$ cat config.mk
export PLATFORM = sky130hd
export DESIGN_NAME = packed_simd_alu_flat
export DESIGN_NICKNAME = d
export VERILOG_FILES = /design/src/rtl/psa_pkg.sv /design/src/rtl/psa_in_if.sv /design/src/rtl/psa_out_if.sv /design/src/rtl/packed_simd_alu.sv /design/src/rtl/psa_lanes.sv /design/src/flat_wrapper.sv
export SDC_FILE = /design/constraint.sdc
export NUM_CORES = 1
export LEC_CHECK = 0
export BUFFER_PORTS_ARGS = -buffer_cell sky130_fd_sc_hd__buf_2
export CORE_MARGIN = 5
export CORE_UTILIZATION = 55
export DETAILED_ROUTE_END_ITERATION = 8
export HOLD_SLACK_MARGIN = 0.05
export PLACE_DENSITY = 0.76
export SYNTH_ARGS = -nofsm -noshare
export SYNTH_HDL_FRONTEND = slang
export SYNTH_HIERARCHICAL = 1
export SYNTH_SLANG_ARGS = --single-unit
$ cat constraint.sdc
create_clock -name clk -period 6.3 [get_ports clk]
set_clock_uncertainty 0.2 [all_clocks]
set_input_delay 0 -clock clk [delete_from_list [all_inputs] [get_ports clk]]
set_output_delay 0 -clock clk [all_outputs]
set_load 0.05 [all_outputs]
$ cat src/rtl/psa_pkg.sv
// Shared types and constants of the packed SIMD ALU.
package psa_pkg;

  localparam int unsigned WORD_W   = 32;
  localparam int unsigned MODE_W   = 3;
  localparam int unsigned LANE16_W = 16;
  localparam int unsigned LANE8_W  = 8;
  localparam int unsigned LANES16  = WORD_W / LANE16_W;
  localparam int unsigned LANES8   = WORD_W / LANE8_W;
  localparam int unsigned SHAMT16_W = 8;
  localparam int unsigned SHAMT8_W  = 4;

  typedef logic [MODE_W-1:0] mode_t;
  typedef logic [WORD_W-1:0] word_t;

  localparam mode_t MODE_ADD16 = 3'd0;
  localparam mode_t MODE_SRA16 = 3'd1;
  localparam mode_t MODE_MUL16 = 3'd2;
  localparam mode_t MODE_ADD8  = 3'd3;
  localparam mode_t MODE_SRA8  = 3'd4;
  localparam mode_t MODE_MUL8  = 3'd5;

endpackage

$ cat src/rtl/psa_in_if.sv
// Operand channel: valid/ready handshake carrying mode and two source words.
interface psa_in_if;
  logic              valid;
  logic              ready;
  psa_pkg::mode_t    mode;
  psa_pkg::word_t    operand_a;
  psa_pkg::word_t    operand_b;

  modport source (output valid, output mode, output operand_a, output operand_b,
                  input ready);
  modport sink   (input valid, input mode, input operand_a, input operand_b,
                  output ready);
endinterface

$ cat src/rtl/psa_out_if.sv
// Result channel: valid/ready handshake carrying the packed result word.
interface psa_out_if;
  logic              valid;
  logic              ready;
  psa_pkg::word_t    packed_result;

  modport source (output valid, output packed_result, input ready);
  modport sink   (input valid, input packed_result, output ready);
endinterface

$ cat src/rtl/packed_simd_alu.sv
// Top level of the packed SIMD ALU: operand register, lane datapath, result register.
//
// Usage:
//   operands : sink channel; a transaction carries mode, operand_a and operand_b.
//   result   : source channel; a transaction carries packed_result.
//   Modes: add16, sra16, mul16, add8, sra8, mul8; the two unused codes give zero.
//   Path: an accepted transaction passes two register stages, the operand register
//   and then the result register, before it is offered on result.
//   Throughput: one transaction per cycle while result is taken; the lane datapath
//   between both registers is one pass of adders, shifters, 16x16 / 8x8 multipliers.
//   Stall: when result is not taken, the result register holds and the operand
//   register can still fill; operands.ready drops only when both stages are full.
//   Reset (rst, synchronous, active high) empties both stages; no transaction
//   is in flight afterwards. The block keeps no other state.
//
module packed_simd_alu (
  input  logic      clk,
  input  logic      rst,
  psa_in_if.sink    operands,
  psa_out_if.source result
);
  import psa_pkg::*;

  logic  op_valid;
  mode_t mode_r;
  word_t a_r, b_r;
  logic  res_valid;
  word_t res_r;
  word_t res_next;
  logic  res_load;
  logic  op_load;

  psa_lanes u_lanes (
    .mode          (mode_r),
    .operand_a     (a_r),
    .operand_b     (b_r),
    .packed_result (res_next)
  );

  assign res_load       = op_valid && (!res_valid || result.ready);
  assign operands.ready = !op_valid || res_load;
  assign op_load        = operands.valid && operands.ready;

  always_ff @(posedge clk) begin
    if (rst) begin
      op_valid <= 1'b0;
    end else if (operands.ready) begin
      op_valid <= operands.valid;
    end
  end

  always_ff @(posedge clk) begin
    if (op_load) begin
      mode_r <= operands.mode;
      a_r    <= operands.operand_a;
      b_r    <= operands.operand_b;
    end
  end

  always_ff @(posedge clk) begin
    if (rst) begin
      res_valid <= 1'b0;
    end else if (!res_valid || result.ready) begin
      res_valid <= op_valid;
    end
  end

  always_ff @(posedge clk) begin
    if (res_load) begin
      res_r <= res_next;
    end
  end

  assign result.valid         = res_valid;
  assign result.packed_result = res_r;

`ifndef NO_ASSERTIONS
  a_reset_empty: assert property (@(posedge clk) rst |=> !op_valid && !res_valid)
    else $error("pipeline not empty after reset");

  a_accept_fills: assert property (@(posedge clk) disable iff (rst)
    op_load |=> op_valid)
    else $error("accepted transaction lost in operand register");

  a_advance_fills: assert property (@(posedge clk) disable iff (rst)
    res_load |=> res_valid && res_r == $past(res_next))
    else $error("result register did not capture datapath output");

  a_stall_holds_ops: assert property (@(posedge clk) disable iff (rst)
    (op_valid && res_valid && !result.ready) |=> op_valid && $stable(a_r) && $stable(b_r))
    else $error("operand register changed while both stages stalled");
`endif

endmodule

$ cat src/rtl/psa_lanes.sv
// Lane datapath: add, arithmetic shift right and low-half multiply on packed lanes.
module psa_lanes (
  input  psa_pkg::mode_t mode,
  input  psa_pkg::word_t operand_a,
  input  psa_pkg::word_t operand_b,
  output psa_pkg::word_t packed_result
);
  import psa_pkg::*;

  word_t add16, sra16, mul16;
  word_t add8, sra8, mul8;

  logic [SHAMT16_W-1:0] shamt16;
  logic [SHAMT8_W-1:0]  shamt8;

  assign shamt16 = operand_b[SHAMT16_W-1:0];
  assign shamt8  = operand_b[SHAMT8_W-1:0];

  for (genvar i = 0; i < LANES16; i++) begin : g_l16
    logic [LANE16_W-1:0] la, lb;
    logic [LANE16_W-1:0] prod;
    assign la   = operand_a[i*LANE16_W +: LANE16_W];
    assign lb   = operand_b[i*LANE16_W +: LANE16_W];
    // low half of the product is the same for signed and unsigned operands
    assign prod = la * lb;
    assign add16[i*LANE16_W +: LANE16_W] = la + lb;
    // amounts at or past the lane width give sign fill
    assign sra16[i*LANE16_W +: LANE16_W] = (shamt16 >= SHAMT16_W'(LANE16_W)) ?
        {LANE16_W{la[LANE16_W-1]}} : LANE16_W'($signed(la) >>> shamt16[3:0]);
    assign mul16[i*LANE16_W +: LANE16_W] = prod;
  end

  for (genvar i = 0; i < LANES8; i++) begin : g_l8
    logic [LANE8_W-1:0] la, lb;
    logic [LANE8_W-1:0] prod;
    assign la   = operand_a[i*LANE8_W +: LANE8_W];
    assign lb   = operand_b[i*LANE8_W +: LANE8_W];
    assign prod = la * lb;
    assign add8[i*LANE8_W +: LANE8_W] = la + lb;
    assign sra8[i*LANE8_W +: LANE8_W] = (shamt8 >= SHAMT8_W'(LANE8_W)) ?
        {LANE8_W{la[LANE8_W-1]}} : LANE8_W'($signed(la) >>> shamt8[2:0]);
    assign mul8[i*LANE8_W +: LANE8_W] = prod;
  end

  always_comb begin
    case (mode)
      MODE_ADD16: packed_result = add16;
      MODE_SRA16: packed_result = sra16;
      MODE_MUL16: packed_result = mul16;
      MODE_ADD8:  packed_result = add8;
      MODE_SRA8:  packed_result = sra8;
      MODE_MUL8:  packed_result = mul8;
      default:    packed_result = '0;
    endcase
  end

endmodule
$ cat src/flat_wrapper.sv
// flat-port wrapper written by rule: the top's interface ports become plain ports
module packed_simd_alu_flat import psa_pkg::*;
  (clk, rst, operands_valid, operands_mode, operands_operand_a, operands_operand_b, operands_ready, result_valid, result_packed_result, result_ready);
  psa_in_if operands_i ();
  psa_out_if result_i ();
  input  logic clk;
  input  logic rst;
  input wire logic [$bits(operands_i.valid)-1:0] operands_valid;
  input wire logic [$bits(operands_i.mode)-1:0] operands_mode;
  input wire logic [$bits(operands_i.operand_a)-1:0] operands_operand_a;
  input wire logic [$bits(operands_i.operand_b)-1:0] operands_operand_b;
  output wire logic [$bits(operands_i.ready)-1:0] operands_ready;
  output wire logic [$bits(result_i.valid)-1:0] result_valid;
  output wire logic [$bits(result_i.packed_result)-1:0] result_packed_result;
  input wire logic [$bits(result_i.ready)-1:0] result_ready;
  assign operands_i.valid = operands_valid;
  assign operands_i.mode = operands_mode;
  assign operands_i.operand_a = operands_operand_a;
  assign operands_i.operand_b = operands_operand_b;
  assign operands_ready = operands_i.ready;
  assign result_valid = result_i.valid;
  assign result_packed_result = result_i.packed_result;
  assign result_i.ready = result_ready;
  packed_simd_alu u_core (.clk(clk), .rst(rst), .operands(operands_i), .result(result_i));
endmodule
==> metrics.md, run 1 <==
| Metric | Value |
|---|---|
| Status | `finished, final reports clean` |
| Part of the cycle the worst path needs | `96.3%` |
| Worst-path clk slew | `0.09 ns` |
| Die X-Extent | `192 um` |
| Buffers added on ports | `104` |
| Worst R2R Setup Slack | `0.23 ns` |
| Async SR Flop Fraction | `0%` |
| Final nets | `2637` |
| Largest cells by area after synthesis | `fa_1 (23%), edfxtp_1 (16%), ha_1 (13%)` |
| Via count | `15102` |
| Final hold viol count | `0` |
| Initial Util | `55.7%` |
| Vias per cell | `5.79` |
| DRT iter0 DRCs | `1511` |
| Maximum buffer depth of the clock tree | `2` |
| CTS tree | `yes` |
| Slew Limit Fails | `0` |
| First-pass GRT wire length | `87200 um` |
| Initial antenna violation count | `1` |
| Die Y | `192 um` |
| CP max stage cell | `edfxtp_1` |
| CP Launch Type | `flop` |
| Final setup viols | `0` |
| Area Overhead vs Synth | `12.4%` |
| Yosys top cell by area | `fa_1` |
| TNS Setup | `0 ns` |
| Fraction of the yosys area taken by sequential cells | `16.6%` |
| Total power | `7.00 mW` |
| Num CTS Buffers | `9` |
| DRT antenna net count | `0` |
| Syn Inst Count | `1994` |
| Power Density | `344 nW/um^2` |
| Maxcap violations | `0` |
| Clk_lat worst skew | `0.39 ns` |
| Vias in the first global route | `15979` |
| Ports | `105` |
| GPL Wtd Cong | `0.958` |
| Peak VDD IR | `333 uV` |
| R2R cell count | `21` |
| Avg Inst Size Synth | `9.09 um^2` |
| FMAX | `165 MHz` |
| GRT overflow | `0` |
| R2R Path End | `u_core/result.packed_result[15]$_DFFE_PP_` |
| Ys Warns | `6` |
| Static leakage | `9.65 nW` |
| Worst EP required | `6.21 ns` |
| First-pass DRT Iterations | `6` |
| Cell Area, Synth | `18100 um^2` |
| Avg WL per Cell | `21.0 um` |
| Dominant synthesized flop cell | `edfxtp_1` |
| Post-DP HPWL | `41900 um` |
| Root Driver | `clkbuf_16` |
| Final WL | `54700 um` |
| Setup Crit Path Kind | `flop to flop` |
| Gr usage total | `30.8%` |
| Post-synth EDFFs | `99` |
| Arrival time at the worst endpoint | `5.98 ns` |
| Remaining DRCs | `0` |
| H-Tree Depth | `3` |
| Core area | `32500 um^2` |
| Worst Max-Slew Pin Slew | `1.30 ns` |
| CTS sink cnt | `101` |
| Yosys cell types | `76` |
| Area share of the largest cell type after synthesis | `23.2%` |
| Antenna diodes | `0` |
| Post-synth net total | `2469` |
| Largest net degree at the start of global routing | `68` |
| Setup crit end kind | `flop` |
| Slew HR | `12.8%` |
| Hold worst-path end | `u_core/b_r[19]$_DFFE_PP_` |
| RSZ-0062 raised after global routing | `no` |
| Hold path depth | `2` |
| # rows | `66` |
| Ratio of cells with drive above 1 in the final layout | `11.3%` |
| Synthesized flop and latch total | `101` |
| Die Area | `36700 um^2` |
| Tmin final | `6.07 ns` |
| Crit-path cells | `buf_4 -> ha_1 -> inv_1 -> fa_1 -> fa_1 -> inv_1 -> ha_1 -> fa_1 -> ha_1 -> inv_1 -> fa_1 -> inv_1 -> ha_1 -> o21a_1 -> o31a_1 -> o211ai_2 -> a21oi_1 -> or3_4 -> a31oi_4 -> xnor2_1 -> o221ai_1` |
| RR Startpoint | `u_core/b_r[3]$_DFFE_PP_` |
| CP peak stage delay | `0.60 ns` |
| Worst Hold Launch | `operands_operand_b[19]` |
| Worst Hold Class | `input port to flop` |
| Hold WS | `0.119 ns` |
| Crit path max fanout | `8` |
[per-stage QoR]
stage	std cells	area (um^2)	worst slack (ns)	utilization, %
detailed placement	2513	19300	0.182	59.3
finish	2609	20400	0.232	62.6
CTS	2599	20300	0.177	62.3
global route	2609	20400	0.00351	62.6
floorplan	1994	18100	0.00436	-
global placement	2513	19300	0.293	59.3
[cell families after synthesis]
family          after synthesis  share of synthesized area, %
simple gates                524                          14.2
buf+inv                     437                          9.19
fa+ha+maj                   404                          36.6
compound gates              307                          11.5
xor+xnor                    175                          8.46
flops                       101                          16.6
mux                          46                          3.45
[worst max path at each step]
| stage | from | end | slack, ns | cells past startpoint |
|---|---|---|---|---|
| after floorplan | u_core/b_r[2]$_DFFE_PP_ | u_core/result.packed_result[15]$_DFFE_PP_ | 0.004 | 20 |
| after global placement | u_core/a_r[5]$_DFFE_PP_ | u_core/result.packed_result[15]$_DFFE_PP_ | 0.29 | 19 |
| after detailed placement | u_core/a_r[5]$_DFFE_PP_ | u_core/result.packed_result[15]$_DFFE_PP_ | 0.18 | 19 |
| after CTS | u_core/a_r[5]$_DFFE_PP_ | u_core/result.packed_result[15]$_DFFE_PP_ | 0.18 | 19 |
| after global routing | u_core/b_r[5]$_DFFE_PP_ | u_core/result.packed_result[14]$_DFFE_PP_ | 0.004 | 18 |
| final | u_core/b_r[3]$_DFFE_PP_ | u_core/result.packed_result[15]$_DFFE_PP_ | 0.23 | 21 |
[metal layers]
metal	up-vias	GRT usage, %	share of wire, %
met5	-	0	0
met4	0	10.6	3.3
met3	116	6.06	9.3
met2	783	48.0	45
met1	7372	43.0	42
li1	6831	-	-
[state kept, by name, summed over array words and instances, names as in the netlist]
| name | flops |
|---|---|
| u_core/a_r | 32 |
| u_core/b_r | 32 |
| u_core/mode_r | 3 |
| u_core/op_valid | 1 |
| u_core/result.packed_result | 32 |
| u_core/result.valid | 1 |
[cell type report]
| type | count | area (um^2) |
|---|---|---|
| Fill cell | 2765 | 12200 |
| Timing Repair Buffer | 245 | 1770 |
| Clock inverter | 7 | 41.3 |
| Tap cell | 442 | 553 |
| Multi-Input combinational cell | 1456 | 13500 |
| Clock buffer | 9 | 225 |
| Sequential cell | 101 | 3010 |
| Inverter | 349 | 1310 |
[critical path, delay by kind of cell (launching register included)]
kind | cells | cell delay [ns]
buf+inv | 5 | 0.49
simple gates | 1 | 0.41
compound gates | 6 | 0.90
xor+xnor | 1 | 0.13
fa+ha+maj | 8 | 3.05
flops | 1 | 0.60
[synth_stat cells, types with 8 or more instances]
cell	n
inv_1	346
nand2_1	227
fa_1	210
ha_1	194
and2_1	164
xnor2_1	131
edfxtp_1	99
a21oi_1	85
clkbuf_1	65
nor2_1	59
xor2_1	44
o21ai_0	43
a21o_1	22
mux2i_1	22
o21ai_1	22
nor3_1	17
a211oi_1	15
buf_2	14
nand3_1	14
mux2_2	12
mux4_2	12
a221oi_1	11
o221ai_1	11
a221o_1	10
a31oi_1	8
nor2b_1	8
[layout by cell type, fill, tap and decap left out, types with 12 or more instances in the layout]
cell type      Yosys  layout
and2_1           164     164
mux2_2            12      12
a211oi_1          15      15
o21ai_1           22      22
edfxtp_1          99      99
ha_1             194     194
nand2_1          227     227
nand3_1           14      14
a21oi_1           85      83
xor2_1            44      44
buf_2             14     104
mux4_2            12      12
a21o_1            22      22
inv_1            346     346
buf_4              2      70
xnor2_1          131     131
mux2i_1           22      22
dlygate4sd3_1      0      70
nor3_1            17      17
o21ai_0           43      43
nor2_1            59      59
fa_1             210     210
[timing repair]
| action | in CTS | in global routing |
|---|---|---|
| setup buffers | 0 | 10 |
| endpoints found under the setup margin | 0 | 5 |
| gates resized for setup | 0 | 3 |
| hold buffers | 70 | 0 |
| hold endpoints to repair | 69 | 0 |
[power by group]
| group | internal, mW | total [mW] | switching [mW] |
|---|---|---|---|
| clock network | 0.266 | 0.560 | 0.293 |
| logic | 2.38 | 5.51 | 3.13 |
| registers | 0.835 | 0.927 | 0.0916 |
Power figures use the tool's default switching activity.
==> run 2: changes to the inputs <==
Settings changed: PLACE_DENSITY 0.76 to 0.78.
==> run 2 against run 1 <==
First-iteration DRC count decreased by 12%. Fmax decreased by 1.1%. Total power decreased by 0.77%. Cell count decreased by 0.38%. Clock-buffer cell count increased by 5. Via count decreased by 0.64%. Worst setup slack got worse by 0.066 ns. Design area decreased by 0.37%. Sequential share of layout area increased by 0.056 points. Sequential power increased by 0.6%. Critical path type unchanged. Largest cell class unchanged.
==> metrics.md, run 2 (same netlist as run 1, synthesis figures left out) <==
| Metric | Value |
|---|---|
| Post-DP HPWL | `40800 um (-2.6%)` |
| GR met2 Demand/Resource | `47.4% (-0.59 points)` |
| Crit path from | `u_core/b_r[17]$_DFFE_PP_` |
| Avg WL per Cell | `20.6 um (-1.9%)` |
| Slew HR | `14.9% (+2.1 points)` |
| Area after DPL | `19200 um^2 (-0.23%)` |
| Critical path's most frequent cell | `fa_1` |
| CTS tree | `yes` |
| Final nets | `2627 (-0.38%)` |
| Ratio of cells with drive above 1 in the final layout | `10.8% (-0.45 points)` |
| DRT iter0 DRCs | `1330 (-12%)` |
| Hold worst-path end | `u_core/a_r[17]$_DFFE_PP_` |
| Largest net degree at the start of global routing | `68 (unchanged)` |
| RR Startpoint | `u_core/b_r[17]$_DFFE_PP_` |
| Setup crit end kind | `flop` |
| Total power | `6.94 mW (-0.77%)` |
| Die Y | `192 um (unchanged)` |
| Crit path max fanout | `12 (+4)` |
| Ports | `105 (unchanged)` |
| Final Util | `62.4% (-0.23 points)` |
| Crit-path cells | `nand2_1 -> fa_1 -> fa_1 -> inv_1 -> fa_1 -> fa_1 -> fa_1 -> inv_1 -> fa_1 -> inv_1 -> ha_1 -> mux2i_1 -> o22ai_1 -> a2111oi_0 -> o211ai_1` |
| Worst-path clk slew | `0.07 ns (-0.02 ns)` |
| Worst EP required | `6.19 ns (-0.02 ns)` |
| Remaining DRCs | `0 (unchanged)` |
| GPL Wtd Cong | `0.974 (+1.6%)` |
| Layout Cell Area excl Fill | `20300 um^2 (-0.37%)` |
| Via count | `15005 (-0.64%)` |
| Tmin final | `6.13 ns (+0.0655 ns)` |
| Core area | `32500 um^2 (unchanged)` |
| Final hold viol count | `0 (unchanged)` |
| Buffers added on ports | `104 (unchanged)` |
| R2R Path End | `u_core/result.packed_result[28]$_DFFE_PP_` |
| # rows | `66 (unchanged)` |
| Post-place setup slack | `0.0881 ns (-0.0937 ns)` |
| Worst Hold Launch | `operands_operand_a[17]` |
| Met1 usage | `41.2% (-1.8 points)` |
| H-Tree Depth | `3 (unchanged)` |
| Critical path's top delay family | `adder cells` |
| Post-Layout Cell Count | `2599 (-0.38%)` |
| WP buf/inv | `3 (-2)` |
| Static leakage | `9.61 nW (-0.45%)` |
| Part of the cycle the worst path needs | `97.4% (+1.0 points)` |
| Commonest non-fill, non-tap cell in the layout | `inv_1` |
| GRT overflow | `0 (unchanged)` |
| Initial Util | `55.7% (unchanged)` |
| Final WL | `53400 um (-2.3%)` |
| Met3 usage | `6.37% (+0.31 points)` |
| CP Launch Type | `flop` |
| FMAX | `163 MHz (-1.1%)` |
| Area Overhead vs Synth | `12.0%` |
| Final WS setup | `0.167 ns (-0.0655 ns)` |
| Num CTS Buffers | `9 (unchanged)` |
| DRT antenna net count | `0 (unchanged)` |
| Vias per cell | `5.77 (-0.26%)` |
| Worst Hold Class | `input port to flop` |
| Final setup viols | `0 (unchanged)` |
| R2R cell count | `15 (-29%)` |
| Maxcap violations | `0 (unchanged)` |
| Slew Limit Fails | `0 (unchanged)` |
| Setup Crit Path Kind | `flop to flop` |
| Root Driver | `clkbuf_16` |
| Die X-Extent | `192 um (unchanged)` |
| TNS Setup | `0 ns (unchanged)` |
| Arrival time at the worst endpoint | `6.02 ns (+0.04 ns)` |
| First-pass DRT Iterations | `6 (unchanged)` |
| Vias in the first global route | `15938 (-0.26%)` |
| Initial antenna violation count | `1 (unchanged)` |
| Hold WS | `0.132 ns (+0.0132 ns)` |
| Top Usage Layer GRT | `met2` |
| Hold path depth | `2 (unchanged)` |
| Power Density | `342 nW/um^2 (-0.40%)` |
| Clk_lat worst skew | `0.37 ns (-0.02 ns)` |
| CTS sink cnt | `101 (unchanged)` |
| Worst Max-Slew Pin Slew | `1.27 ns (-0.0316 ns)` |
| RSZ-0062 raised after global routing | `no` |
| First-pass GRT wire length | `85700 um (-1.6%)` |
| Commonest non-fill, non-tap cells in the layout | `inv_1 (346), nand2_1 (227), fa_1 (210)` |
| CP peak stage delay | `0.77 ns (+0.17 ns)` |
| Placed Instances | `2507 (-0.24%)` |
| Worst R2R Setup Slack | `0.17 ns (-0.07 ns)` |
| CP max stage cell | `edfxtp_1` |
| Gr usage total | `30.1% (-0.62 points)` |
| Maximum buffer depth of the clock tree | `2 (unchanged)` |
| Peak VDD IR | `372 uV (+12%)` |
| Status | `finished, final reports clean` |
| Die Area | `36700 um^2 (unchanged)` |
==> run 2: cell types whose count changed in the layout (fill, tap and decap cells not counted), sizes merged <==
cell | previous run | this run
buf | 175 | 165
diode | 0 | 1
clkinv | 5 | 1
clkinvlp | 1 | 0
inv | 350 | 349
clkbuf | 9 | 14
==> run 2: worst max-delay path by stage <==
stage | endpoint | cells past startpoint
final | u_core/result.packed_result[28]$_DFFE_PP_ | 15
after global routing | u_core/result.packed_result[15]$_DFFE_PP_ | 18
after CTS | u_core/result.packed_result[28]$_DFFE_PP_ | 16
after detailed placement | u_core/result.packed_result[28]$_DFFE_PP_ | 16
after global placement | u_core/result.packed_result[28]$_DFFE_PP_ | 16
after floorplan | u_core/result.packed_result[15]$_DFFE_PP_ | 20
==> run 2: routing by layer <==
metal	vias to the layer above	share of wire, %
met1	7306	42
li1	6812	-
met4	0	3.3
met3	119	9.4
met5	-	0
met2	768	46
==> run 2: power breakdown <==
group / internal [mW] / switching, mW / leakage, nW
combinational: 2.34 / 3.10 / 8.49
clock: 0.299 / 0.275 / 0.139
sequential: 0.835 / 0.0977 / 0.976
total: 3.47 / 3.47 / 9.61
==> run 2: what timing repair did <==
item,4_1_cts,5_1_grt
hold buffers,70,0
gates resized for setup,0,2
setup endpoints to repair,0,5
endpoints found under the hold margin,69,0
buffers inserted,0,6
==> run 2: final cells by class <==
type	count	area (um^2)
well taps	442	553
flip-flops and latches	101	3010
multi-input cells	1456	13500
clock inverters	1	5.00
inverters	349	1310
fillers	2760	12200
diodes	1	2.50
clock buffers	14	274
repair buffers	235	1680
